$ cat config.mk
export PLATFORM = sky130hd
export DESIGN_NAME = qym_ydiv
export DESIGN_NICKNAME = d
export VERILOG_FILES = /design/src/qym_pkg.sv /design/src/qym_ydiv.sv
export SDC_FILE = /design/constraint.sdc
export NUM_CORES = 1
export LEC_CHECK = 0
export BUFFER_PORTS_ARGS = -buffer_cell sky130_fd_sc_hd__buf_2
export CAP_MARGIN = 20
export CORE_ASPECT_RATIO = 1.2
export CORE_MARGIN = 2
export CORE_UTILIZATION = 35
export CTS_BUF_LIST = sky130_fd_sc_hd__clkbuf_4 sky130_fd_sc_hd__clkbuf_8 sky130_fd_sc_hd__clkbuf_16
export DETAILED_ROUTE_END_ITERATION = 10
export GPL_TIMING_DRIVEN = 0
export PLACE_DENSITY = 0.55
export SYNTH_ARGS = -nofsm -noshare
export SYNTH_HDL_FRONTEND = slang
export SYNTH_SLANG_ARGS = --single-unit
export TNS_END_PERCENT = 5
$ cat constraint.sdc
create_clock -name clock -period 16.15 [get_ports clock]
set_input_delay 3.23 -clock clock [delete_from_list [all_inputs] [get_ports clock]]
set_output_delay 3.23 -clock clock [all_outputs]
set_load 0.02 [all_outputs]
$ cat src/qym_pkg.sv
// Shared types and constants for the yaw-rate motor mixer.
// Used by every module of the block; depends on nothing.
package qym_pkg;

   // register indexes on the csr port
   localparam logic [7:0] REG_WEIGHT_RP  = 8'd0;
   localparam logic [7:0] REG_WEIGHT_L   = 8'd1;
   localparam logic [7:0] REG_WEIGHT_Y   = 8'd2;
   localparam logic [7:0] REG_YAW_GAIN   = 8'd3;
   localparam logic [7:0] REG_TRIM_ROLL  = 8'd4;
   localparam logic [7:0] REG_TRIM_PITCH = 8'd5;
   localparam logic [7:0] REG_TRIM_YAW   = 8'd6;
   localparam logic [7:0] REG_TRIM_LIFT  = 8'd7;

   // speed limits in sum units (speed * 32)
   localparam logic signed [17:0] SPEED_LO = 18'sd5760;   // 180 * 32
   localparam logic signed [17:0] SPEED_HI = 18'sd22400;  // 700 * 32

   localparam int SUM_W = 37;  // width of a motor sum
   localparam int Q_W   = 15;  // quotient bits kept; larger values saturate

   typedef struct packed {
      logic [7:0]         wrp;
      logic [7:0]         wl;
      logic [7:0]         wy;
      logic [7:0]         gain;       // zero already mapped to one
      logic signed [15:0] trim_roll;
      logic signed [15:0] trim_pitch;
      logic signed [15:0] trim_yaw;
      logic signed [15:0] trim_lift;
      logic [9:0]         total;      // wl + 2*wrp + wy, zero mapped to one
   } cfg_type;

endpackage

$ cat src/qym_ydiv.sv
// Four-stage restoring divider: 16-bit magnitude by 8-bit gain, 4 bits a stage.
// Depends on qym_pkg.
module qym_ydiv (
   input  logic        clock,
   input  logic        enable,
   input  logic [15:0] mag_i,
   input  logic [7:0]  gain_i,
   output logic [15:0] q_o
);
   import qym_pkg::*;

   logic [15:0] dq_ff [4];
   logic [7:0]  rem_ff [4];
   logic [15:0] dq_in [4];
   logic [7:0]  rem_in [4];
   logic [15:0] dq_src [4];
   logic [7:0]  rem_src [4];

   always_comb begin
      logic [15:0] d;
      logic [8:0]  t;
      logic [7:0]  r;
      dq_src[0]  = mag_i;
      rem_src[0] = '0;
      for (int s = 1; s < 4; s++) begin
         dq_src[s]  = dq_ff[s-1];
         rem_src[s] = rem_ff[s-1];
      end
      for (int s = 0; s < 4; s++) begin
         d = dq_src[s];
         r = rem_src[s];
         for (int b = 0; b < 4; b++) begin
            t = {r, d[15]};
            d = {d[14:0], 1'b0};
            if (t >= {1'b0, gain_i}) begin
               t    = t - {1'b0, gain_i};
               d[0] = 1'b1;
            end
            r = t[7:0];
         end
         dq_in[s]  = d;
         rem_in[s] = r;
      end
   end

   always_ff @(posedge clock) begin
      if (enable) begin
         for (int s = 0; s < 4; s++) begin
            dq_ff[s]  <= dq_in[s];
            rem_ff[s] <= rem_in[s];
         end
      end
   end

   assign q_o = dq_ff[3];

endmodule

Word level (Yosys, flattened, before mapping)
Memory sizes are Yosys's and may differ from the RTL's.
Index checks and enable logic that the tools add are counted.
- add/sub/neg operators: 16
- magnitude comparators: 16
- muxes and demuxes: 34
- operator list (operator ; count):
    $ge A9 B8 Y1 ; 15
    $mux W8 ; 16
    $sub A8 B8 Y8 ; 15
    $mux W1 ; 18
    $ge A1 B8 Y1 ; 1
    $sub A1 B8 Y8 ; 1
- flip-flop bits (word level): 0
- memory bits (writable): 96
- input bits: 26
- output and inout port bits: 16
- logic and storage cells: 68
- memories kept: 2
- memory list (name ; words ; bits a word ; rd ports ; clocked after memory_dff ; write ports ; line ; RTL):
    dq_ff ; 4 ; 16 ; 4 ; 0 ; 4 ; qym_ydiv.sv:12 ; logic [15:0] dq_ff [4];
    rem_ff ; 4 ; 8 ; 3 ; 0 ; 4 ; qym_ydiv.sv:13 ; logic [7:0] rem_ff [4];

Longest topological paths before layout
An unclocked memory read counts as a cell.
- depth after elaboration: 9
- depth in mapped cells: 41
- gate-level depth less buffers: 40

Worst setup path before layout
Ideal clock, no wire load.
- path kind: input to register
- start: input port gain_i[1]
- end: memory rem_ff[2][4] (data pin)
- setup time: 0.261 ns
- arrival time: 11.639 ns
- required time: 15.889 ns
- path slack: 4.250 ns
- stages: 38
- buffers on the path: 2
- cells stage by stage: inv_1 ha_1 nor2b_1 o21ai_0 a311oi_2 nor2_1 clkbuf_1 mux2_2 ha_1 nor3_1 or3b_2 a221o_1 o311a_1 nand2_1 clkbuf_1 nand2_1 o21ai_0 inv_1 (+2 left out) o31ai_1 a21oi_1 o21ai_0 o211ai_1 a21o_1 a21oi_2 inv_1 a21oi_1 ha_1 nor2b_1 o21ai_0 a21oi_1 o41ai_1 o21ai_0 a21oi_1 nand2_1 mux2_2 a221o_1
- RTL lines (item ; line ; RTL):
    start: declaration ; qym_ydiv.sv:7 ; input logic [7:0] gain_i,
    end: declaration ; qym_ydiv.sv:13 ;

==> results.toml <==
[setup_path]
crit_top_cell = "o21ai_0"
critical_path_class = "in2reg"
crit_path_max_fanout = 12
slowest_stage = "inv_1"
r2r_start = "rem_ff[1][0]"
r2r_cells = 37
cp.buffers_inverters = 7
start_kind = "primary input"
crit_required_ps = 16250
crit_start = "gain_i[1]"
cp.depth = 40
critPathCapture = "rem_ff[2][5]"
cp.arrival_ps = 13940
cp_top_family = "compound AO/OA/AOI/OAI gates"
r2r_setup_slack_ps = 5970
slowest_delay_ps = 490
end_kind = "flip-flop"
worst_r2r_endpoint = "rem_ff[2][5]"

[timing]
finalSetupViolations = 0
hold_viol_final = 0
period_share_pct = 85.67
fmax_ghz = 0.07228
fin_tns_setup_ps = 0
fin_skew_ps = 10.31
slew_headroom_pct = 37.29
slew_viol_final = 0
final.min_clock_period_ps = 13840
rsz0062_at_grt = "false"
tightest_slew_ps = 939.7

[clock_network]
clock_path_buffers = 2
cts_sinks = 88
path_clk_slew_ps = 70
post_cts_buffers = 0
tritoncts = "built"
ctsHoldBuffers = 0
cts_resized = 0
cts-root-buf = "clkbuf_16"
numCtsBuffers = 9
cts_max_level = 3
insertion_delay_ps = 350

[routing]
drc = 0
vias = 7066
wl_per_cell_um = 16.12
drt-total-wl_um = 21220
firstDrtPassIters = 6
drtIter0Drc = 280
drt-vias-per-instance = 5.369
postRouteAntennaNets = 0

[grt]
antenna_found_initial = 0
overflow = 0
grt_usage_pct = 16.54
grt_pass1_vias = 7044
grt_max_degree = 46
grt_pass1_wl_um = 34850

[yosys]
yosysSeqAreaShare_pct = 29.67
ys.flop_type = "edfxtp_1"
synthArstFlopShare_pct = 0
yosysTopAreaCell = "edfxtp_1"
netlist_instances = 932
synth_enable_flop_cells = 88
synth-seq-cells = 88
yosys-top-cells-area = "edfxtp_1 (30%), ha_1 (17%), mux2_2 (4.0%), o21ai_0 (3.8%), xnor2_1 (3.7%)"
synth_nets = 1094
yosysWarnings = 0
synth_cell_type_count = 66
syn_area_um2 = 8906
synth_top_area_share_pct = 29.67
avgSynthCellArea_um2 = 9.556

[die]
io_pins = 42
rows = 63
die-area_um2 = 26740
fp.coreArea_um2 = 24830
die_h_um = 178.7
dieWidth_um = 149.6
start_util_pct = 35.87

[job]
maxCapViolations = 0

[outcome]
outcome = "complete, no violations"

[final_layout]
drive_gt1_share_pct = 11.40
areaGrowthSynthToFinish_pct = 10.64
fin_nets = 1148
layout_commonest_cell = "ha_1"
antenna_cells = 0
final_cell_mix = "ha_1 (122), edfxtp_1 (88), inv_1 (84), nor2_1 (67), o21ai_0 (67)"

[placed_design]
portBuffers = 41
gpl.final_weighted_congestion = 0.8295
dp_hpwl_um = 16360

[min_path]
hold_class = "reg2reg"
==> logic make-up (layout without fill, tap and decap cells) <==
group	count (synthesis)	after routing	share of synthesized area [%]
flip-flops	88	88	29.67
XOR/XNOR	59	59	5.802
AO/OA/AOI/OAI	253	253	19.39
multiplexers	56	56	6.744
buffers and inverters	93	152	3.920
AND/OR/NAND/NOR	247	247	14.19
adder cells (fa/ha/maj)	136	136	20.29
==> synthesized netlist by cell type, types with 14 or more instances <==
cell	number
nor2_1	67
fa_1	14
nand2_1	46
xnor2_1	38
ha_1	122
nand2b_1	18
nor3_1	17
inv_1	84
o21a_1	18
edfxtp_1	88
nand3_1	15
o21ai_0	67
xor2_1	21
a21o_1	26
mux2i_1	24
nor2b_1	24
nand4_1	17
mux2_2	32
a21oi_1	56
==> flip-flops by register name, summed over array words and instances (netlist names) <==
signal,count
rem_ff,24
dq_ff,64
==> worst register-to-register path, delay by kind of cell (launching register included) <==
| kind | cells | cell delay, ps |
|---|---|---|
| fa+ha+maj | 4 | 1290 |
| buf+inv | 4 | 1140 |
| compound gates | 18 | 4640 |
| flops | 1 | 440 |
| simple gates | 9 | 1590 |
| mux | 2 | 830 |
==> stage by stage <==
step | cell area, um^2 | hold WS, ps | worst slack, ps | cells | utilization, %
final | 9853 | 408.3 | 2315 | 1316 | 39.68
after CTS | 9853 | 407.9 | 2027 | 1316 | 39.68
after global routing | 9853 | 410.3 | 1091 | 1316 | 39.68
after floorplan | 8906 | 400.3 | 4250 | 932 | -
after detailed placement | 9575 | 404.5 | 1712 | 1300 | 38.56
after global placement | 9518 | 402.1 | 1662 | 1298 | 38.33
==> worst min-delay path by stage <==
stage / startpoint / end / slack [ps] / cells after the start
after floorplan: dq_ff[0][6] / dq_ff[1][10] / 400 / 0
after global placement: dq_ff[2][0] / dq_ff[3][4] / 400 / 0
after detailed placement: dq_ff[1][0] / dq_ff[2][4] / 400 / 0
after CTS: dq_ff[2][9] / dq_ff[3][13] / 410 / 0
after global routing: dq_ff[2][9] / dq_ff[3][13] / 410 / 0
final: dq_ff[2][9] / dq_ff[3][13] / 410 / 0
==> final cells by class <==
class	instances	area, um^2
buffer	7	26.28
clock buffer	10	232.7
clock inverter	6	45.04
fill	2475	14980
inverter	86	322.8
multi-input combinational	751	5914
sequential	88	2643
tap	325	406.6
timing repair buffer	43	262.8
==> layer usage <==
| metal | up-vias | wire [um] | track usage (%) |
|---|---|---|---|
| met5 | - | 0 | 0 |
| met3 | 21 | 523 | 2.036 |
| met2 | 100 | 11000 | 31.14 |
| met4 | 0 | 416 | 5.317 |
| li1 | 3600 | - | - |
| met1 | 3345 | 9280 | 19.33 |
Power is left out: the tool's default activity adds up to more than one toggle a clock period on the data nets, which glitch-free logic cannot reach.
