[src/qym_pkg.sv]
// Shared types and constants for the yaw-rate motor mixer.
// Used by every module of the block; depends on nothing.
package qym_pkg;

   // register indexes on the csr port
   localparam logic [7:0] REG_WEIGHT_RP  = 8'd0;
   localparam logic [7:0] REG_WEIGHT_L   = 8'd1;
   localparam logic [7:0] REG_WEIGHT_Y   = 8'd2;
   localparam logic [7:0] REG_YAW_GAIN   = 8'd3;
   localparam logic [7:0] REG_TRIM_ROLL  = 8'd4;
   localparam logic [7:0] REG_TRIM_PITCH = 8'd5;
   localparam logic [7:0] REG_TRIM_YAW   = 8'd6;
   localparam logic [7:0] REG_TRIM_LIFT  = 8'd7;

   // speed limits in sum units (speed * 32)
   localparam logic signed [17:0] SPEED_LO = 18'sd5760;   // 180 * 32
   localparam logic signed [17:0] SPEED_HI = 18'sd22400;  // 700 * 32

   localparam int SUM_W = 37;  // width of a motor sum
   localparam int Q_W   = 15;  // quotient bits kept; larger values saturate

   typedef struct packed {
      logic [7:0]         wrp;
      logic [7:0]         wl;
      logic [7:0]         wy;
      logic [7:0]         gain;       // zero already mapped to one
      logic signed [15:0] trim_roll;
      logic signed [15:0] trim_pitch;
      logic signed [15:0] trim_yaw;
      logic signed [15:0] trim_lift;
      logic [9:0]         total;      // wl + 2*wrp + wy, zero mapped to one
   } cfg_type;

endpackage

[src/qym_csr.sv]
// Configuration registers of the mixer, written through the csr port.
// Depends on qym_pkg.
module qym_csr (
   input  logic               clock,
   input  logic               reset,
   input  logic               csr_valid,
   output logic               csr_ready,
   input  logic [7:0]         csr_index,
   input  logic [15:0]        csr_data,
   output qym_pkg::cfg_type   cfg
);
   import qym_pkg::*;

   logic [7:0]         wrp_ff, wl_ff, wy_ff, gain_ff;
   logic signed [15:0] tr_ff, tp_ff, ty_ff, tl_ff;
   logic [9:0]         total;

   assign csr_ready = 1'b1;

   always_ff @(posedge clock) begin
      if (reset) begin
         wrp_ff  <= 8'd9;
         wl_ff   <= 8'd27;
         wy_ff   <= 8'd18;
         gain_ff <= 8'd1;
         tr_ff   <= '0;
         tp_ff   <= '0;
         ty_ff   <= '0;
         tl_ff   <= '0;
      end else if (csr_valid) begin
         unique case (csr_index)
            REG_WEIGHT_RP:  wrp_ff  <= csr_data[7:0];
            REG_WEIGHT_L:   wl_ff   <= csr_data[7:0];
            REG_WEIGHT_Y:   wy_ff   <= csr_data[7:0];
            REG_YAW_GAIN:   gain_ff <= csr_data[7:0];
            REG_TRIM_ROLL:  tr_ff   <= csr_data;
            REG_TRIM_PITCH: tp_ff   <= csr_data;
            REG_TRIM_YAW:   ty_ff   <= csr_data;
            REG_TRIM_LIFT:  tl_ff   <= csr_data;
            default: ;
         endcase
      end
   end

   assign total = 10'(wl_ff) + {1'b0, wrp_ff, 1'b0} + 10'(wy_ff);

   always_comb begin
      cfg.wrp        = wrp_ff;
      cfg.wl         = wl_ff;
      cfg.wy         = wy_ff;
      cfg.gain       = (gain_ff == 8'd0) ? 8'd1 : gain_ff;
      cfg.trim_roll  = tr_ff;
      cfg.trim_pitch = tp_ff;
      cfg.trim_yaw   = ty_ff;
      cfg.trim_lift  = tl_ff;
      cfg.total      = (total == 10'd0) ? 10'd1 : total;
   end

endmodule

[config.mk]
export PLATFORM = sky130hd
export DESIGN_NAME = qym_csr
export DESIGN_NICKNAME = d
export VERILOG_FILES = /design/src/qym_pkg.sv /design/src/qym_csr.sv
export SDC_FILE = /design/constraint.sdc
export NUM_CORES = 1
export LEC_CHECK = 0
export BUFFER_PORTS_ARGS = -buffer_cell sky130_fd_sc_hd__buf_4
export CORE_AREA = 5 5 83 115
export DETAILED_ROUTE_END_ITERATION = 8
export DIE_AREA = 0 0 88 120
export PLACE_DENSITY_LB_ADDON = 0.25
export SLEW_MARGIN = 20
export SYNTH_ARGS = -nofsm -noshare
export SYNTH_HDL_FRONTEND = slang
export SYNTH_SLANG_ARGS = --single-unit
export TNS_END_PERCENT = 20
[constraint.sdc]
create_clock -name clock -period 6.38 [get_ports clock]
set_input_delay 1.276 -clock clock [delete_from_list [all_inputs] [get_ports clock]]
set_output_delay 1.276 -clock clock [all_outputs]
set_load 0.02 [all_outputs]
==> Word-level counts from Yosys, hierarchy flattened <==
Cells that the tools add are included.
{ "classes": {"add_sub_neg": 2, "n_eq_ne": 7, "n_mux": 2, "n_reduce_logical": 11} }
{ "ops": {"columns": ["operator", "n"], "rows": [
  ["$eq A8 B3 Y1 const B", 4],
  ["$eq A8 B2 Y1 const B", 2],
  ["$logic_not A8 Y1", 2],
  ["$reduce_and A2 Y1", 8],
  ["$add A10 B8 Y10", 1],
  ["$add A8 B9 Y10", 1],
  ["$logic_not A10 Y1", 1],
  ["$mux W10", 1],
  ["$eq A8 B1 Y1 const B", 1],
  ["$mux W8", 1]
]} }
{ "word_totals": {"ff_bits": 96, "inputBits": 27, "output_inout_bits": 107, "word_cells": 30} }

==> Logic depth before layout (Yosys ltp) <==
{ "depth": {"ltp_word": 4, "depth_mapped": 10, "depth_no_buf": 10} }

==> Worst setup path after synthesis <==
OpenSTA, ideal clock, no wires.
{ "synth_path": {"path_type": "register to output", "startpoint": "reg wy_ff[1]", "endpoint": "out cfg[0] in the netlist's numbering", "arrival_ns": 3.375, "required_time_ns": 5.104, "slack_ns": 1.729, "stages_incl_launch_ff": 11, "path_buffers": 0, "path_cell_list": "dfxtp_1 inv_1 fa_1 inv_1 ha_1 fa_1 a21o_1 a221oi_2 xnor2_1 or4_1 o41ai_2"} }
{ "synth_lines": {"columns": ["item", "line", "source"], "rows": [
  ["from (decl)", "qym_csr.sv:14", "logic [7:0] wrp_ff, wl_ff, wy_ff, gain_ff;"],
  ["from (signal assigned)", "qym_csr.sv:34", "REG_WEIGHT_Y: wy_ff <= csr_data[7:0];"],
  ["to (decl)", "qym_csr.sv:10", "output qym_pkg::cfg_type cfg"]
]} }

==> results.tsv <==
stage	metric	value	unit
status	outcome	finished clean	
clocking	total setup buffers inserted after CTS	0	
drt	WL per Instance	16.2	µm
power_and_ir_drop	total power	1.18	mW
finish	Inserted Diodes	0	
drt	via count	3429	
finish	fraction of layout cells with a size suffix above 1	28.4	%
global_route	GRT Total Usage	20.7	%
power_and_ir_drop	Seq pwr share	51.0	%
floorplan	# IOs	134	
place	gpl congestion	0.866	
worst_setup_path	CP cell instances	inv_1, fa_1, inv_1, ha_1, fa_1, a21o_1, a221oi_2, xnor2_1, or4_1, o41ai_2, buf_4	
yosys	synth warn	0	
clocking	Post-CTS Hold Buffers	0	
global_route	vias in the first global route	3381	
drt	Starting DRT DRC Count	199	
timing	Final Cycle Share	75.2	%
clocking	CTS H-tree lvls	3	
timing	setup TNS	0	ps
clocking	Reg clk slew, reported paths	60	ps
floorplan	Horiz. Die Dim	88	µm
floorplan	Core Box Area	8460	µm²
yosys	sequential share of the synthesized area	47.3	%
power_and_ir_drop	P_sw	237	µW
timing	Final Hold Violating Endpoints	0	
worst_setup_path	crit path launch type	flip-flop	
power_and_ir_drop	Clock power frac	45.3	%
drt	1st-pass router iterations	7	
finish	FILL cells	754	
floorplan	Initial Util	48.0	%
job	max-cap viol count	0	
clocking	worst skew pair latency	330	ps
timing	f_max	0.208	GHz
worst_setup_path	slowest CP cell	fa_1	
place	placed instance area	5040	µm²
worst_setup_path	endpoint class of the critical path	output port	
finish	post-route cell area	5340	µm²
timing	final setup margin	1580	ps
global_route	largest net degree at the start of global routing	97	
clocking	TritonCTS Buffers	9	
yosys	top-area cell type share of the netlist area	47.3	%
yosys	post-synth net total	487	
floorplan	DIE HEIGHT	120	µm
floorplan	die area	10600	µm²
min_path	Hold Path Class	flip-flop to flip-flop	
worst_setup_path	CP Max Fanout	3	
yosys	largest cells by area after synthesis	dfxtp_1, mux2i_1, nand2_1, nor2_1, a21oi_1	
power_and_ir_drop	Comb power frac	3.7	%
timing	Final Setup Violations	0	
power_and_ir_drop	Sw Share	20.1	%
power_and_ir_drop	power per cell area	220	nW/µm²
clocking	CTS tree	built	
worst_setup_path	WP data arrival	3520	ps
yosys	Post-Syn Area	4060	µm²
drt	Post-Route WL	10.7	mm
yosys	Cell variety after synth	40	
drt	routed vias/inst	5.21	
global_route	global route total overflow	0	
drt	antenna-violating nets left	0	
place	Port-buffer cells	132	
worst_setup_path	Crit path buffers/inverters	3	
yosys	Post-synth EDFFs	0	
yosys	Syn Inst Count	443	
yosys	cell taking the most area after synthesis	dfxtp_1	
yosys	post-synthesis register bit count	96	
clocking	clk root buf	clkbuf_16	
yosys	most common cell in the netlist	dfxtp_1	
yosys	ys async rst share	0	%
worst_setup_path	WS Path Type	flip-flop to output port	
global_route	initial antenna violation count	0	
clocking	maximum clock path buffer count	2	
place	Place WS	1920	ps
finish	Register Area	1920	µm²
timing	Slew Limit Fails	0	
place	dpl hpwl	7.93	mm
finish	area grow syn2layout	31.5	%
floorplan	row count	40	
timing	RSZ-0062 raised after global routing	no	
worst_setup_path	Largest stage delay, worst path	540	ps
power_and_ir_drop	maximum vdd drop	0.179	mV
worst_setup_path	WP data required	5100	ps
timing	Worst Skew	0	ps
yosys	most frequent cells after synthesis	dfxtp_1, nand2_1, nor2_1	
finish	final core utilization	63.1	%
clocking	CTS Sinks	96	
finish	Layout Nets	592	
yosys	Avg Inst Size Synth	9.16	µm²
yosys	ys flop type	dfxtp_1	
timing	Period minus WS final	4800	ps
finish	Multi-input gate area	1920	µm²
drt	post-route DRC violation count	0	
timing	Max transition margin	36.2	%
timing	actual slew at the worst max-slew pin	957	ps
global_route	first-pass GRT wire length	16.9	mm
power_and_ir_drop	Lkg Pwr	2.53	nW
worst_setup_path	Top delay family on crit path	adder cells	
clocking	post-cts resize count	0	
power_and_ir_drop	internal power	940	µW
==> per-layer routing <==
| layer | part of all wire [%] | wire, µm | global-route usage (%) |
|---|---|---|---|
| met5 | 0 | 0 | 0 |
| met2 | 53 | 5700 | 36.8 |
| met1 | 38 | 4010 | 22.5 |
| met4 | 1.4 | 147 | 6.43 |
| met3 | 7.7 | 823 | 7.07 |
==> layout by cell type (no fill, tap or decap), types with 8 or more instances in the layout <==
master / synthesis / final
mux2i_1: 55 / 55
nand2_1: 69 / 69
inv_1: 12 / 12
dfxtp_1: 96 / 96
buf_4: 2 / 134
a21oi_1: 36 / 36
fa_1: 8 / 8
ha_1: 9 / 9
nor2_1: 61 / 60
clkbuf_16: 0 / 9
a211o_1: 9 / 9
==> cell families after synthesis <==
kind of cell,count (synthesis),share of synthesized area (%)
buffers and inverters,53,5.46
adders and majority gates,17,6.72
other,1,0.0924
and+or+nand+nor,160,17.0
AOI/OAI and AO/OA,57,8.94
xor gates and xnor gates,4,0.863
muxes,55,13.6
DFF,96,47.3
==> final cells by class <==
cell class,instances,area share [%]
flip-flops and latches,96,36.0
repair buffers,135,19.1
clock buffers,13,4.87
clock inverters,3,0.750
multi-input cells,294,36.0
inverters,12,0.844
well taps,105,2.46
==> registers in the layout (all words and copies together) (netlist names) <==
register	cells
wrp_ff	8
ty_ff	16
gain_ff	8
tl_ff	16
tp_ff	16
wy_ff	8
wl_ff	8
tr_ff	16
==> worst reg2reg max path: stages, from the launching register on <==
cell     delay, ps
dfxtp_1        330
nor2b_1        140
a211o_1        270
==> final timing paths <==
kind	endpoint	slack, ps	cells after the start	from
setup reg to reg	wl_ff[4]$_SDFFE_PP1P_	5530	2	wl_ff[4]$_SDFFE_PP1P_
setup / recovery	cfg[0]	1580	11	wy_ff[1]$_SDFFE_PP1P_
hold reg to reg	tl_ff[1]$_SDFFE_PP0P_	450	2	tl_ff[1]$_SDFFE_PP0P_
hold / removal	tl_ff[1]$_SDFFE_PP0P_	450	2	tl_ff[1]$_SDFFE_PP0P_
==> power by group through the flow <==
stage	Combinational [mW]	Clock [mW]	Sequential, mW
6_report	0.0432	0.533	0.601
3_3_place_gp	0.0427	0	0.614
2_1_floorplan	0.0189	0	0.615
3_5_place_dp	0.0434	0	0.614
4_1_cts	0.0435	0.543	0.601
5_1_grt	0.0469	0.572	0.600
==> stage by stage <==
| stage | hold slack [ps] | cells |
|---|---|---|
| 4_1_cts | 455 | 658 |
| 6_report | 455 | 658 |
| 5_1_grt | 480 | 658 |
| 3_5_place_dp | 447 | 642 |
| 3_3_place_gp | 443 | 641 |
| 2_1_floorplan | 437 | 443 |
Note: power is estimated with default switching activity, not from simulation.
