**src/qym_pkg.sv**
```systemverilog
// Shared types and constants for the yaw-rate motor mixer.
// Used by every module of the block; depends on nothing.
package qym_pkg;

   // register indexes on the csr port
   localparam logic [7:0] REG_WEIGHT_RP  = 8'd0;
   localparam logic [7:0] REG_WEIGHT_L   = 8'd1;
   localparam logic [7:0] REG_WEIGHT_Y   = 8'd2;
   localparam logic [7:0] REG_YAW_GAIN   = 8'd3;
   localparam logic [7:0] REG_TRIM_ROLL  = 8'd4;
   localparam logic [7:0] REG_TRIM_PITCH = 8'd5;
   localparam logic [7:0] REG_TRIM_YAW   = 8'd6;
   localparam logic [7:0] REG_TRIM_LIFT  = 8'd7;

   // speed limits in sum units (speed * 32)
   localparam logic signed [17:0] SPEED_LO = 18'sd5760;   // 180 * 32
   localparam logic signed [17:0] SPEED_HI = 18'sd22400;  // 700 * 32

   localparam int SUM_W = 37;  // width of a motor sum
   localparam int Q_W   = 15;  // quotient bits kept; larger values saturate

   typedef struct packed {
      logic [7:0]         wrp;
      logic [7:0]         wl;
      logic [7:0]         wy;
      logic [7:0]         gain;       // zero already mapped to one
      logic signed [15:0] trim_roll;
      logic signed [15:0] trim_pitch;
      logic signed [15:0] trim_yaw;
      logic signed [15:0] trim_lift;
      logic [9:0]         total;      // wl + 2*wrp + wy, zero mapped to one
   } cfg_type;

endpackage

```
**src/qym_sdiv.sv**
```systemverilog
// Four-stage divider of one motor sum by the total weight, saturating quotient.
// Depends on qym_pkg.
module qym_sdiv (
   input  logic                              clock,
   input  logic                              enable,
   input  logic signed [qym_pkg::SUM_W-1:0]  sum_i,
   input  logic [9:0]                        total_i,
   output logic [qym_pkg::Q_W-1:0]           q_o
);
   import qym_pkg::*;

   logic [Q_W-1:0] dq_ff [4];
   logic [9:0]     rem_ff [4];
   logic [1:0]     flag_ff [4];   // {saturate, non-positive}
   logic [Q_W-1:0] dq_in [4];
   logic [9:0]     rem_in [4];
   logic [Q_W-1:0] dq_src [4];
   logic [9:0]     rem_src [4];
   logic [1:0]     flag_src [4];
   logic           neg, sat;

   assign neg = (sum_i <= 0);
   assign sat = !neg && (sum_i >= $signed({12'd0, total_i, 15'd0}));

   always_comb begin
      logic [Q_W-1:0] d;
      logic [10:0]    t;
      logic [9:0]     r;
      dq_src[0]   = sum_i[Q_W-1:0];
      rem_src[0]  = sum_i[24:15];
      flag_src[0] = {sat, neg};
      for (int s = 1; s < 4; s++) begin
         dq_src[s]   = dq_ff[s-1];
         rem_src[s]  = rem_ff[s-1];
         flag_src[s] = flag_ff[s-1];
      end
      for (int s = 0; s < 4; s++) begin
         d = dq_src[s];
         r = rem_src[s];
         for (int b = 0; b < 4; b++) begin
            if (s * 4 + b < Q_W) begin
               t = {r, d[Q_W-1]};
               d = {d[Q_W-2:0], 1'b0};
               if (t >= {1'b0, total_i}) begin
                  t    = t - {1'b0, total_i};
                  d[0] = 1'b1;
               end
               r = t[9:0];
            end
         end
         dq_in[s]  = d;
         rem_in[s] = r;
      end
   end

   always_ff @(posedge clock) begin
      if (enable) begin
         for (int s = 0; s < 4; s++) begin
            dq_ff[s]   <= dq_in[s];
            rem_ff[s]  <= rem_in[s];
            flag_ff[s] <= flag_src[s];
         end
      end
   end

   assign q_o = flag_ff[3][0] ? '0 : (flag_ff[3][1] ? '1 : dq_ff[3]);

endmodule

```
**config.mk**
```make
export PLATFORM = sky130hd
export DESIGN_NAME = qym_sdiv
export DESIGN_NICKNAME = d
export VERILOG_FILES = /design/src/qym_pkg.sv /design/src/qym_sdiv.sv
export SDC_FILE = /design/constraint.sdc
export NUM_CORES = 1
export LEC_CHECK = 0
export ABC_AREA = 0
export CAP_MARGIN = 20
export CELL_PAD_IN_SITES_DETAIL_PLACEMENT = 0
export CELL_PAD_IN_SITES_GLOBAL_PLACEMENT = 1
export CORE_AREA = 8 8 154 170
export DETAILED_ROUTE_END_ITERATION = 12
export DIE_AREA = 0 0 162 178
export DONT_BUFFER_PORTS = 1
export GPL_TIMING_DRIVEN = 1
export PLACE_DENSITY = 0.78
export SLEW_MARGIN = 20
export SYNTH_ARGS = -nofsm -noshare
export SYNTH_HDL_FRONTEND = slang
export SYNTH_SLANG_ARGS = --single-unit
```
**constraint.sdc**
```tcl
create_clock -name clock -period 13.9 [get_ports clock]
set_clock_uncertainty 0.15 [all_clocks]
set_input_delay 3.475 -clock clock [delete_from_list [all_inputs] [get_ports clock]]
set_output_delay 3.475 -clock clock [all_outputs]
set_load 0.02 [all_outputs]
```
# [Word-level counts from Yosys, hierarchy flattened]
# Memory sizes are Yosys's and may differ from the RTL's.
# Cells that the tools add are included.
[classes] div=0 n_reduce_logical=2 mul=0 eq_ne=0 n_bitwise=0 n_shift=0 n_lt_le_gt_ge=17 n_addsub=15 n_mux=34
[op_table] op="greater-or-equal comparator 11 x 10 -> 1 bit" count=15
[op_table] op="two-way mux 10 bit" count=15
[op_table] op="subtractor 10 bit" count=15
[op_table] op="greater-or-equal comparator 37 x 26 -> 1 bit" count=1
[op_table] op="<= comparator 37 x 1 -> 1 bit (second input constant)" count=1
[op_table] op="two-way mux 15 bit" count=2
[op_table] op="two-way mux 1 bit" count=17
[op_table] op="logical AND 1 bit" count=1
[op_table] op="logical NOT 1 bit" count=1
[word_totals] regBits=0 mem_bits_ro=0 latch_bits=0 mem_bits_rw=108 in_bits=49 output_inout_bits=15 wordCells=71 n_memories=3
[mem_list] name="dq_ff" words=4 word_bits=15 read_ports=4 rd_clocked_by_memory_dff=0 wr=4 line="qym_sdiv.sv:12" rtl="logic [Q_W-1:0] dq_ff [4];"
[mem_list] name="rem_ff" words=4 word_bits=10 read_ports=3 rd_clocked_by_memory_dff=0 wr=4 line="qym_sdiv.sv:13" rtl="logic [9:0] rem_ff [4];"
[mem_list] name="flag_ff" words=4 word_bits=2 read_ports=4 rd_clocked_by_memory_dff=0 wr=4 line="qym_sdiv.sv:14" rtl="logic [1:0] flag_ff [4];"

# [Depth between registers and ports, before layout]
# Gate-level depths: netlist of the first run.
[logic_depth] ltp_word=8 mapped_depth=44 mapped_depth_nobuf=40

# [Least setup slack after synthesis of the first run]
# OpenSTA, ideal clock, no wires.
[synth_timing] path_type="input -> register" start="input port total_i[1]" end="memory rem_ff[1][5], data pin" t_arrival_ns=12.189 required_time_ns=13.489 cell_stages=38 slack_ns=1.300 setup_time_ns=0.261 path_buffers=2 path_cell_list="inv_1 ha_1 nor2b_1 o31ai_1 a31oi_1 a31oi_2 inv_2 o21ai_0 inv_1 ha_1 nor2b_1 o31a_1 o31a_1 nor4_1 o221ai_1 nor3_1 buf_2 mux2_2 [... 2 more ...] a21oi_1 a31oi_1 a21oi_1 a21oi_1 a2111oi_0 mux2_2 clkbuf_1 mux2_2 ha_1 nand4_1 nor2_1 or4_1 o22ai_1 nand2b_1 mux2i_1 mux2_2 inv_2 a221o_1"
[synth_rtl] item="from (decl)" line="qym_sdiv.sv:7" rtl="input logic [9:0] total_i,"
[synth_rtl] item="to (decl)" line="qym_sdiv.sv:13"

==> results of run 1 <==
cell families after synthesis:
kind of cell / synth area share
flops: 0.2565
fa+ha+maj: 0.1989
mux: 0.08048
xor+xnor: 0.06183
simple gates: 0.1593
buf+inv: 0.03479
compound gates: 0.2082
sequential cells by signal, summed over array words and instances (netlist names):
| signal | count |
|---|---|
| flag_ff | 8 |
| rem_ff | 30 |
| dq_ff | 60 |
cell usage in the layout, fill, tap and decap left out, types with 21 or more instances in the layout:
| cell type | count |
|---|---|
| a21o_1 | 52 |
| buf_4 | 25 |
| edfxtp_1 | 98 |
| o21a_1 | 27 |
| xnor2_1 | 57 |
| a21oi_1 | 69 |
| o21ai_0 | 71 |
| ha_1 | 160 |
| nor2_1 | 102 |
| xor2_1 | 24 |
| nor3_1 | 21 |
| nand4_1 | 25 |
| nor2b_1 | 36 |
| inv_1 | 71 |
| nand3_1 | 22 |
| mux2_2 | 59 |
| nand2_1 | 84 |
area by class of cell:
cell class                 instances  area, sq um
fill                            2194        11120
multi-input combinational       1047         8132
sequential                        98         2943
tap                              305        381.6
inverter                          74        280.3
clock buffer                       9        225.2
timing repair buffer              25        187.7
clock inverter                     7        58.81
synthesized netlist by cell type, drive strengths merged, types with 3 or more instances:
cell,n,area [sq um]
ha,160,2002
nor2,102,382.9
edfxtp,98,2943
nand2,84,315.3
inv,74,280.3
o21ai,74,370.4
a21oi,70,354.1
mux2,68,773.3
xnor2,57,499.2
a21o,52,390.4
nor2b,36,225.2
o21a,27,202.7
nand4,25,156.4
xor2,24,210.2
nor3,23,131.4
nand3,22,110.1
nand2b,17,106.4
and3,15,93.84
mux2i,15,150.1
a211oi,14,110.1
fa,14,280.3
nor4,13,81.33
a221o,12,120.1
o31ai,12,95.09
buf,11,81.32
clkbuf,10,37.54
o211ai,9,82.58
o31a,9,78.83
a221oi,8,70.07
o311ai,8,107.6
a21boi,7,52.55
a31oi,6,43.79
and2,5,33.79
a2111oi,4,35.03
nor3b,4,35.03
o21bai,4,30.03
or2,4,25.02
a311oi,3,26.28
a31o,3,26.28
and4,3,26.28
nand3b,3,22.52
o2111ai,3,26.28
worst max path at each step:
stage / start / end / slack (ns) / cells after the start
floorplan: total_i[1] / rem_ff[1][5]$_DFFE_PP_ / 1.30 / 38
global placement: total_i[6] / rem_ff[2][4]$_DFFE_PP_ / 0.38 / 36
detailed placement: total_i[6] / rem_ff[2][4]$_DFFE_PP_ / 0.32 / 37
CTS: total_i[6] / rem_ff[2][4]$_DFFE_PP_ / 0.67 / 37
global route: total_i[6] / rem_ff[2][4]$_DFFE_PP_ / 0.08 / 38
finish: total_i[6] / rem_ff[2][4]$_DFFE_PP_ / 0.84 / 37
worst max-delay path, delay by kind of cell:
family                   cells  cell delay, ns
AO/OA/AOI/OAI               18            5.21
buffers and inverters        6            0.98
AND/OR/NAND/NOR              7            1.32
multiplexers                 2            0.88
adder cells (fa/ha/maj)      4            1.15
routing by layer:
| layer | GRT usage | part of all wire | vias to the layer above |
|---|---|---|---|
| met2 | 0.3948 | 0.49 | 243 |
| met5 | 0 | 0 | - |
| li1 | - | - | 4731 |
| met3 | 0.02747 | 0.046 | 50 |
| met4 | 0.06873 | 0.025 | 0 |
| met1 | 0.2792 | 0.44 | 4517 |
metrics by stage:
| step | util | std cells | cell area, sq um |
|---|---|---|---|
| CTS | 0.5233 | 1565 | 12210 |
| detailed placement | 0.5112 | 1549 | 11920 |
| finish | 0.5233 | 1565 | 12210 |
| global placement | 0.5112 | 1549 | 11920 |
| global route | 0.5233 | 1565 | 12210 |
| floorplan | - | 1240 | 11470 |
repair_timing:
| item | 4_1_cts | 5_1_grt |
|---|---|---|
| resized for setup | 0 | 1 |
| buffers inserted | 0 | 0 |
| endpoints found under the setup margin | 0 | 8 |
| endpoints found under the hold margin | 0 | 0 |
==> impl_metrics.env, run 1 <==
export IMPL_wirelength_um=32180
export IMPL_synth_area_sq_um=11470
export IMPL_clock_latency_ns=0.37
export IMPL_async_reset_ff_frac=0
export IMPL_cts_hold_buf=0
export IMPL_syn_inst=1240
export IMPL_grt_pass1_wl_um=50600
export IMPL_reg2reg_slack_ns=3.98
export IMPL_cts_clk_slew_worst_paths_ns=0.08
export IMPL_port_buffers=0
export IMPL_io_pins=64
export IMPL_path_class="input pin to flip-flop"
export IMPL_coreArea_sq_um=23330
export IMPL_critPathLaunchType="input pin"
export IMPL_cts_tree="built"
export IMPL_rsz0062_at_grt="no"
export IMPL_worst_slack_ns=0.8369
export IMPL_worstMarginPinSlew_ns=0.7093
export IMPL_drc=0
export IMPL_cts_inserted_buffers=9
export IMPL_rr_startpoint="rem_ff[1][0]$_DFFE_PP_"
export IMPL_viasPerCell=6.096
export IMPL_ys_seq_area_frac=0.2565
export IMPL_grt_max_degree=99
export IMPL_rows=59
export IMPL_worst_hold_startpoint="dq_ff[0][8]$_DFFE_PP_"
export IMPL_layout_drive_gt1_share=0.1032
export IMPL_crit_required_ns=13.86
export IMPL_area_growth_pct=6.402
export IMPL_die_h_um=178
export IMPL_worstPathMaxFanout=13
export IMPL_cts_root_buffer="clkbuf_16"
export IMPL_numClockSinks=98
export IMPL_fin_hold_ws_ns=0.2709
export IMPL_r2r_end="rem_ff[2][4]$_DFFE_PP_"
export IMPL_antenna_found_initial=1
export IMPL_fmax_mhz=76.55
export IMPL_ant_nets=0
export IMPL_h_tree_depth=3
export IMPL_cp_end_kind="flip-flop"
export IMPL_holdPathEnd="dq_ff[1][12]$_DFFE_PP_"
export IMPL_yosysUniqueCellTypes=80
export IMPL_die_area_sq_um=28840
export IMPL_grt_overflow_total=0
export IMPL_status="finished clean"
export IMPL_syn_avg_cell_area_sq_um=9.253
export IMPL_grt_pass1_vias=9237
export IMPL_cp_arrival_ns=13.02
export IMPL_synth_ff_type="edfxtp_1"
export IMPL_dp_hpwl_um=24790
export IMPL_finalSetupTns_ns=0
export IMPL_reg2reg_depth=36
export IMPL_hold_violations=0
export IMPL_fin_crit_sh=0.9398
export IMPL_critPathSlowestCell="a2111o_1"
export IMPL_cpPeakStageDelay_ns=0.47
export IMPL_period_needed_ns=13.06
export IMPL_cts_max_path_buffers=2
export IMPL_vias=9541
export IMPL_detailedRoute_firstPassIterationCount=5
export IMPL_hold_path_depth=0
export IMPL_syn_num_nets=1463
export IMPL_synth_seq_cells=98
export IMPL_cp_common_cell="o21ai_0"
export IMPL_wl_per_cell_um=20.56
export IMPL_routabilityCongestion=0.9405
export IMPL_initial_core_util=0.4918
export IMPL_gr_usage_all_layers=0.2233
export IMPL_slew_headroom=0.5228
export IMPL_setup_violations=0
export IMPL_preCtsSetupSlack_ns=0.3179
export IMPL_antenna_cells=0
export IMPL_drv_slew=0
export IMPL_max_cap_viol_count=0
export IMPL_hold_class="flip-flop to flip-flop"
export IMPL_drt_initial_drc_count=666
export IMPL_finalNetCount=1478
export IMPL_ys_warn_count=0
export IMPL_synth_edf_count=98
export IMPL_die_w_um=162
Power of run 1 is left out: the tool's default activity adds up to more than one toggle a clock period on the data nets, which glitch-free logic cannot reach.
==> run 2, diff against run 1 <==
- clock period: 13.9 -> 16.55 ns (I/O delays scaled with it)
==> run 2 against run 1 <==
Against the previous run: cell area is 0.38% lower; utilization is 0.20 points lower; wire length is 3.5% lower; sequential share of layout area is 0.092 points higher; flip-flop and latch count stayed put; cell count is 0.70% lower; highest routed layer unchanged.
==> impl_metrics.env, run 2 (synthesized netlist as in run 1, its figures left out) <==
export IMPL_status="finished clean"
export IMPL_initial_core_util=0.4918
export IMPL_area_growth_pct=5.998
export IMPL_clock_latency_ns=0.36
export IMPL_dp_hpwl_um=23970
export IMPL_ff_latch_area_sq_um=2943
export IMPL_wl_per_cell_um=19.99
export IMPL_cts_max_path_buffers=2
export IMPL_grt_use_met2=0.3692
export IMPL_port_buffers=0
export IMPL_antenna_cells=0
export IMPL_rows=59
export IMPL_fin_crit_sh=0.8781
export IMPL_regMostFlops="dq_ff"
export IMPL_slew_headroom=0.4169
export IMPL_critPathSlowestCell="a31oi_2"
export IMPL_finalNetCount=1467
export IMPL_crit_required_ns=16.50
export IMPL_cts_clk_slew_worst_paths_ns=0.07
export IMPL_grt_pass1_wl_um=48960
export IMPL_grt_overflow_total=0
export IMPL_h_tree_depth=3
export IMPL_largest_register_ffs=60
export IMPL_layout_commonest_cell="ha_1"
export IMPL_cp_end_kind="flip-flop"
export IMPL_die_h_um=178
export IMPL_multi_input_area_sq_um=8132
export IMPL_coreArea_sq_um=23330
export IMPL_drv_slew=0
export IMPL_final_cell_mix="160 x ha_1, 102 x nor2_1, 98 x edfxtp_1"
export IMPL_viasPerCell=6.033
export IMPL_gr_usage_all_layers=0.2157
export IMPL_numClockSinks=98
export IMPL_hold_class="flip-flop to flip-flop"
export IMPL_grt_pass1_vias=9259
export IMPL_detailedRoute_firstPassIterationCount=5
export IMPL_grt_max_degree=99
export IMPL_vias=9376
export IMPL_cts_inserted_buffers=9
export IMPL_cts_root_buffer="clkbuf_16"
export IMPL_worstMarginPinSlew_ns=0.8709
export IMPL_routabilityCongestion=0.8814
export IMPL_drt_initial_drc_count=482
export IMPL_fmax_mhz=68.81
export IMPL_drc=0
export IMPL_critPathLaunchType="input pin"
export IMPL_path_class="input pin to flip-flop"
export IMPL_max_cap_viol_count=0
export IMPL_die_w_um=162
export IMPL_post_cts_buffers=0
export IMPL_hold_violations=0
export IMPL_cts_tree="built"
export IMPL_period_needed_ns=14.53
export IMPL_layout_drive_gt1_share=0.09608
export IMPL_grt_busiest_layer="met2"
export IMPL_cts_hold_buf=0
export IMPL_setup_violations=0
export IMPL_gr_usage_met3=0.03047
export IMPL_cp_arrival_ns=14.48
export IMPL_die_area_sq_um=28840
export IMPL_n_fill_cell=2233
export IMPL_wirelength_um=31060
export IMPL_grt_use_met1=0.2652
export IMPL_cts_resized=0
export IMPL_antenna_found_initial=0
export IMPL_ant_nets=0
export IMPL_io_pins=64
export IMPL_rsz0062_at_grt="no"
export IMPL_worstPathMaxFanout=24
export IMPL_finalSetupTns_ns=0
export IMPL_cpPeakStageDelay_ns=0.62
export IMPL_reg_top3="dq_ff: 60 flops, rem_ff: 30 flops, flag_ff: 8 flops"
run 2: cell types whose count changed in the layout (fill, tap and decap cells not counted):
cell	previous run	this run
o21ai_0	71	72
clkinv_4	0	2
o21ai_1	3	2
clkinvlp_4	2	0
clkinv_1	1	0
clkinv_8	0	1
buf_4	25	14
bufinv_16	0	1
inv_6	2	1
run 2: per-layer routing:
layer / share of wire / wire [um] / vias to the layer above
li1: - / - / 4696
met1: 0.44 / 13710 / 4388
met2: 0.47 / 14670 / 225
met3: 0.044 / 1375 / 67
met4: 0.042 / 1308 / 0
met5: 0 / 0 / -
run 2: worst paths after layout:
| kind | from | end | slack [ns] | cells after the start |
|---|---|---|---|---|
| max | total_i[1] | rem_ff[1][8]$_DFFE_PP_ | 2.02 | 40 |
| min | dq_ff[2][3]$_DFFE_PP_ | dq_ff[3][6]$_DFFE_PP_ | 0.27 | 0 |
| max reg2reg | rem_ff[0][0]$_DFFE_PP_ | rem_ff[1][8]$_DFFE_PP_ | 5.77 | 39 |
| min reg2reg | dq_ff[2][3]$_DFFE_PP_ | dq_ff[3][6]$_DFFE_PP_ | 0.27 | 0 |
run 2: critical path, delay by kind of cell:
family	cells	cell delay [ns]
AOI/OAI and AO/OA	18	5.05
adders and majority gates	4	1.17
buffers and inverters	6	1.11
muxes	4	1.79
and+or+nand+nor	8	1.16
run 2: metrics by stage:
stage                     utilization  instance area (sq um)  instances  hold slack (ns)  worst slack, ns
after floorplan                     -                  11470       1240           0.2503            3.287
after global placement         0.5076                  11840       1538           0.2501            2.183
after detailed placement       0.5076                  11840       1538           0.2545            1.776
after CTS                      0.5213                  12160       1554           0.2726            2.161
after global routing           0.5213                  12160       1554           0.2773            1.196
final                          0.5213                  12160       1554           0.2706            2.018
run 2: final cells by class:
class,instances,area share
Clock inverter,7,0.007819
Multi-Input combinational cell,1047,0.6686
Clock buffer,9,0.01852
Inverter,74,0.02305
Timing Repair Buffer,14,0.008642
Tap cell,305,0.03138
Sequential cell,98,0.2420
Power of run 2 is left out for the same reason.
==> run 3, diff against run 2 <==
- CORE_AREA: 8 8 154 170 -> 8 8 147 163
- DIE_AREA: 0 0 162 178 -> 0 0 155 171
- PLACE_DENSITY: 0.78 -> 0.95
==> run 3 against run 2 <==
Against the previous run: critical path depth is 1 lower; register-to-register slack worse by 0.25 ns; critical path type unchanged; cell count is 1.0% lower; critical endpoint is now rem_ff[1][2]$_DFFE_PP_; non-clock buffer count is 1 lower; highest routed layer unchanged; wire length is 4.5% lower.
==> impl_metrics.env, run 3 (synthesized netlist as in run 1, its figures left out) <==
export IMPL_status="finished clean"
export IMPL_die_w_um=155
export IMPL_viasPerCell=6.180
export IMPL_hold_path_depth=0
export IMPL_post_cts_buffers=0
export IMPL_cts_inserted_buffers=9
export IMPL_coreArea_sq_um=21090
export IMPL_reg_top3="dq_ff: 60 flops, rem_ff: 30 flops, flag_ff: 8 flops"
export IMPL_wl_per_cell_um=19.28
export IMPL_cp_common_cell="ha_1"
export IMPL_vias=9505
export IMPL_worstPathMaxFanout=24
export IMPL_hold_violations=0
export IMPL_grt_overflow_total=0
export IMPL_cts_root_buffer="clkbuf_16"
export IMPL_layout_commonest_cell="ha_1"
export IMPL_cts_max_path_buffers=2
export IMPL_clock_latency_ns=0.36
export IMPL_fmax_mhz=67.85
export IMPL_wirelength_um=29650
export IMPL_initial_core_util=0.5440
export IMPL_io_pins=64
export IMPL_max_cap_viol_count=0
export IMPL_numClockSinks=98
export IMPL_setup_violations=0
export IMPL_h_tree_depth=3
export IMPL_die_area_sq_um=26510
export IMPL_reg2reg_depth=38
export IMPL_path_class="input pin to flip-flop"
export IMPL_drt_initial_drc_count=786
export IMPL_gr_usage_all_layers=0.2245
export IMPL_cts_resized=0
export IMPL_cpPeakStageDelay_ns=0.63
export IMPL_routabilityCongestion=0.9512
export IMPL_cts_tree="built"
export IMPL_finalSetupTns_ns=0
export IMPL_port_buffers=0
export IMPL_grt_pass1_vias=9073
export IMPL_ant_nets=0
export IMPL_rows=56
export IMPL_cp_end_kind="flip-flop"
export IMPL_worstMarginPinSlew_ns=0.9899
export IMPL_hold_class="flip-flop to flip-flop"
export IMPL_drc=0
export IMPL_antenna_found_initial=0
export IMPL_drv_slew=0
export IMPL_finalNetCount=1466
export IMPL_antenna_cells=0
export IMPL_largest_register_ffs=60
export IMPL_regMostFlops="dq_ff"
export IMPL_detailedRoute_firstPassIterationCount=5
export IMPL_cts_hold_buf=0
export IMPL_place_area_sq_um=11820
export IMPL_final_cell_mix="160 x ha_1, 102 x nor2_1, 98 x edfxtp_1"
export IMPL_slew_headroom=0.3376
export IMPL_fin_crit_sh=0.8905
export IMPL_cts_clk_slew_worst_paths_ns=0.07
export IMPL_post_route_util=0.5737
export IMPL_grt_max_degree=99
export IMPL_critPathLaunchType="input pin"
export IMPL_final_cell_area_sq_um=12100
export IMPL_dp_hpwl_um=22760
export IMPL_die_h_um=171
export IMPL_area_growth_pct=5.464
export IMPL_critPathSlowestCell="a31oi_2"
export IMPL_rsz0062_at_grt="no"
export IMPL_layout_drive_gt1_share=0.09455
export IMPL_crit_required_ns=16.51
export IMPL_grt_pass1_wl_um=47080
export IMPL_period_needed_ns=14.74
export IMPL_cp_arrival_ns=14.70
-- run 3: path summary, 6_finish.rpt --
kind | from | to | slack, ns
worst max-delay path | total_i[1] | rem_ff[1][2]$_DFFE_PP_ | 1.81
worst min-delay path | dq_ff[2][2]$_DFFE_PP_ | dq_ff[3][5]$_DFFE_PP_ | 0.27
worst max register to register | rem_ff[0][0]$_DFFE_PP_ | rem_ff[1][2]$_DFFE_PP_ | 5.52
worst min register to register | dq_ff[2][2]$_DFFE_PP_ | dq_ff[3][5]$_DFFE_PP_ | 0.27
-- run 3: cell type report --
type	instances	area [sq um]
Clock buffer	10	229.0
Clock inverter	6	56.30
Fill cell	1870	8990
Inverter	74	280.3
Multi-Input combinational cell	1047	8132
Sequential cell	98	2943
Tap cell	290	362.8
Timing Repair Buffer	13	97.59
-- run 3: through the flow --
step	hold slack [ns]	std cells	setup slack, ns
2_1_floorplan	0.2503	1240	3.287
3_3_place_gp	0.2504	1522	1.701
3_5_place_dp	0.2545	1522	1.673
4_1_cts	0.2718	1538	2.026
5_1_grt	0.2748	1538	0.8722
6_report	0.2698	1538	1.812
-- run 3: worst max-delay path, delay by kind of cell --
family	cells	cell delay (ns)
AND/OR/NAND/NOR	8	1.37
AO/OA/AOI/OAI	18	5.00
multiplexers	4	1.89
buffers and inverters	5	0.96
adder cells (fa/ha/maj)	4	1.28
-- run 3: metal layers --
layer | share of wire | vias to the layer above | track usage
met5 | 0 | - | 0
met4 | 0.054 | 0 | 0.1254
met3 | 0.052 | 83 | 0.03507
met2 | 0.46 | 268 | 0.3713
met1 | 0.44 | 4441 | 0.2762
li1 | - | 4713 | -
Power of run 3 is left out for the same reason.
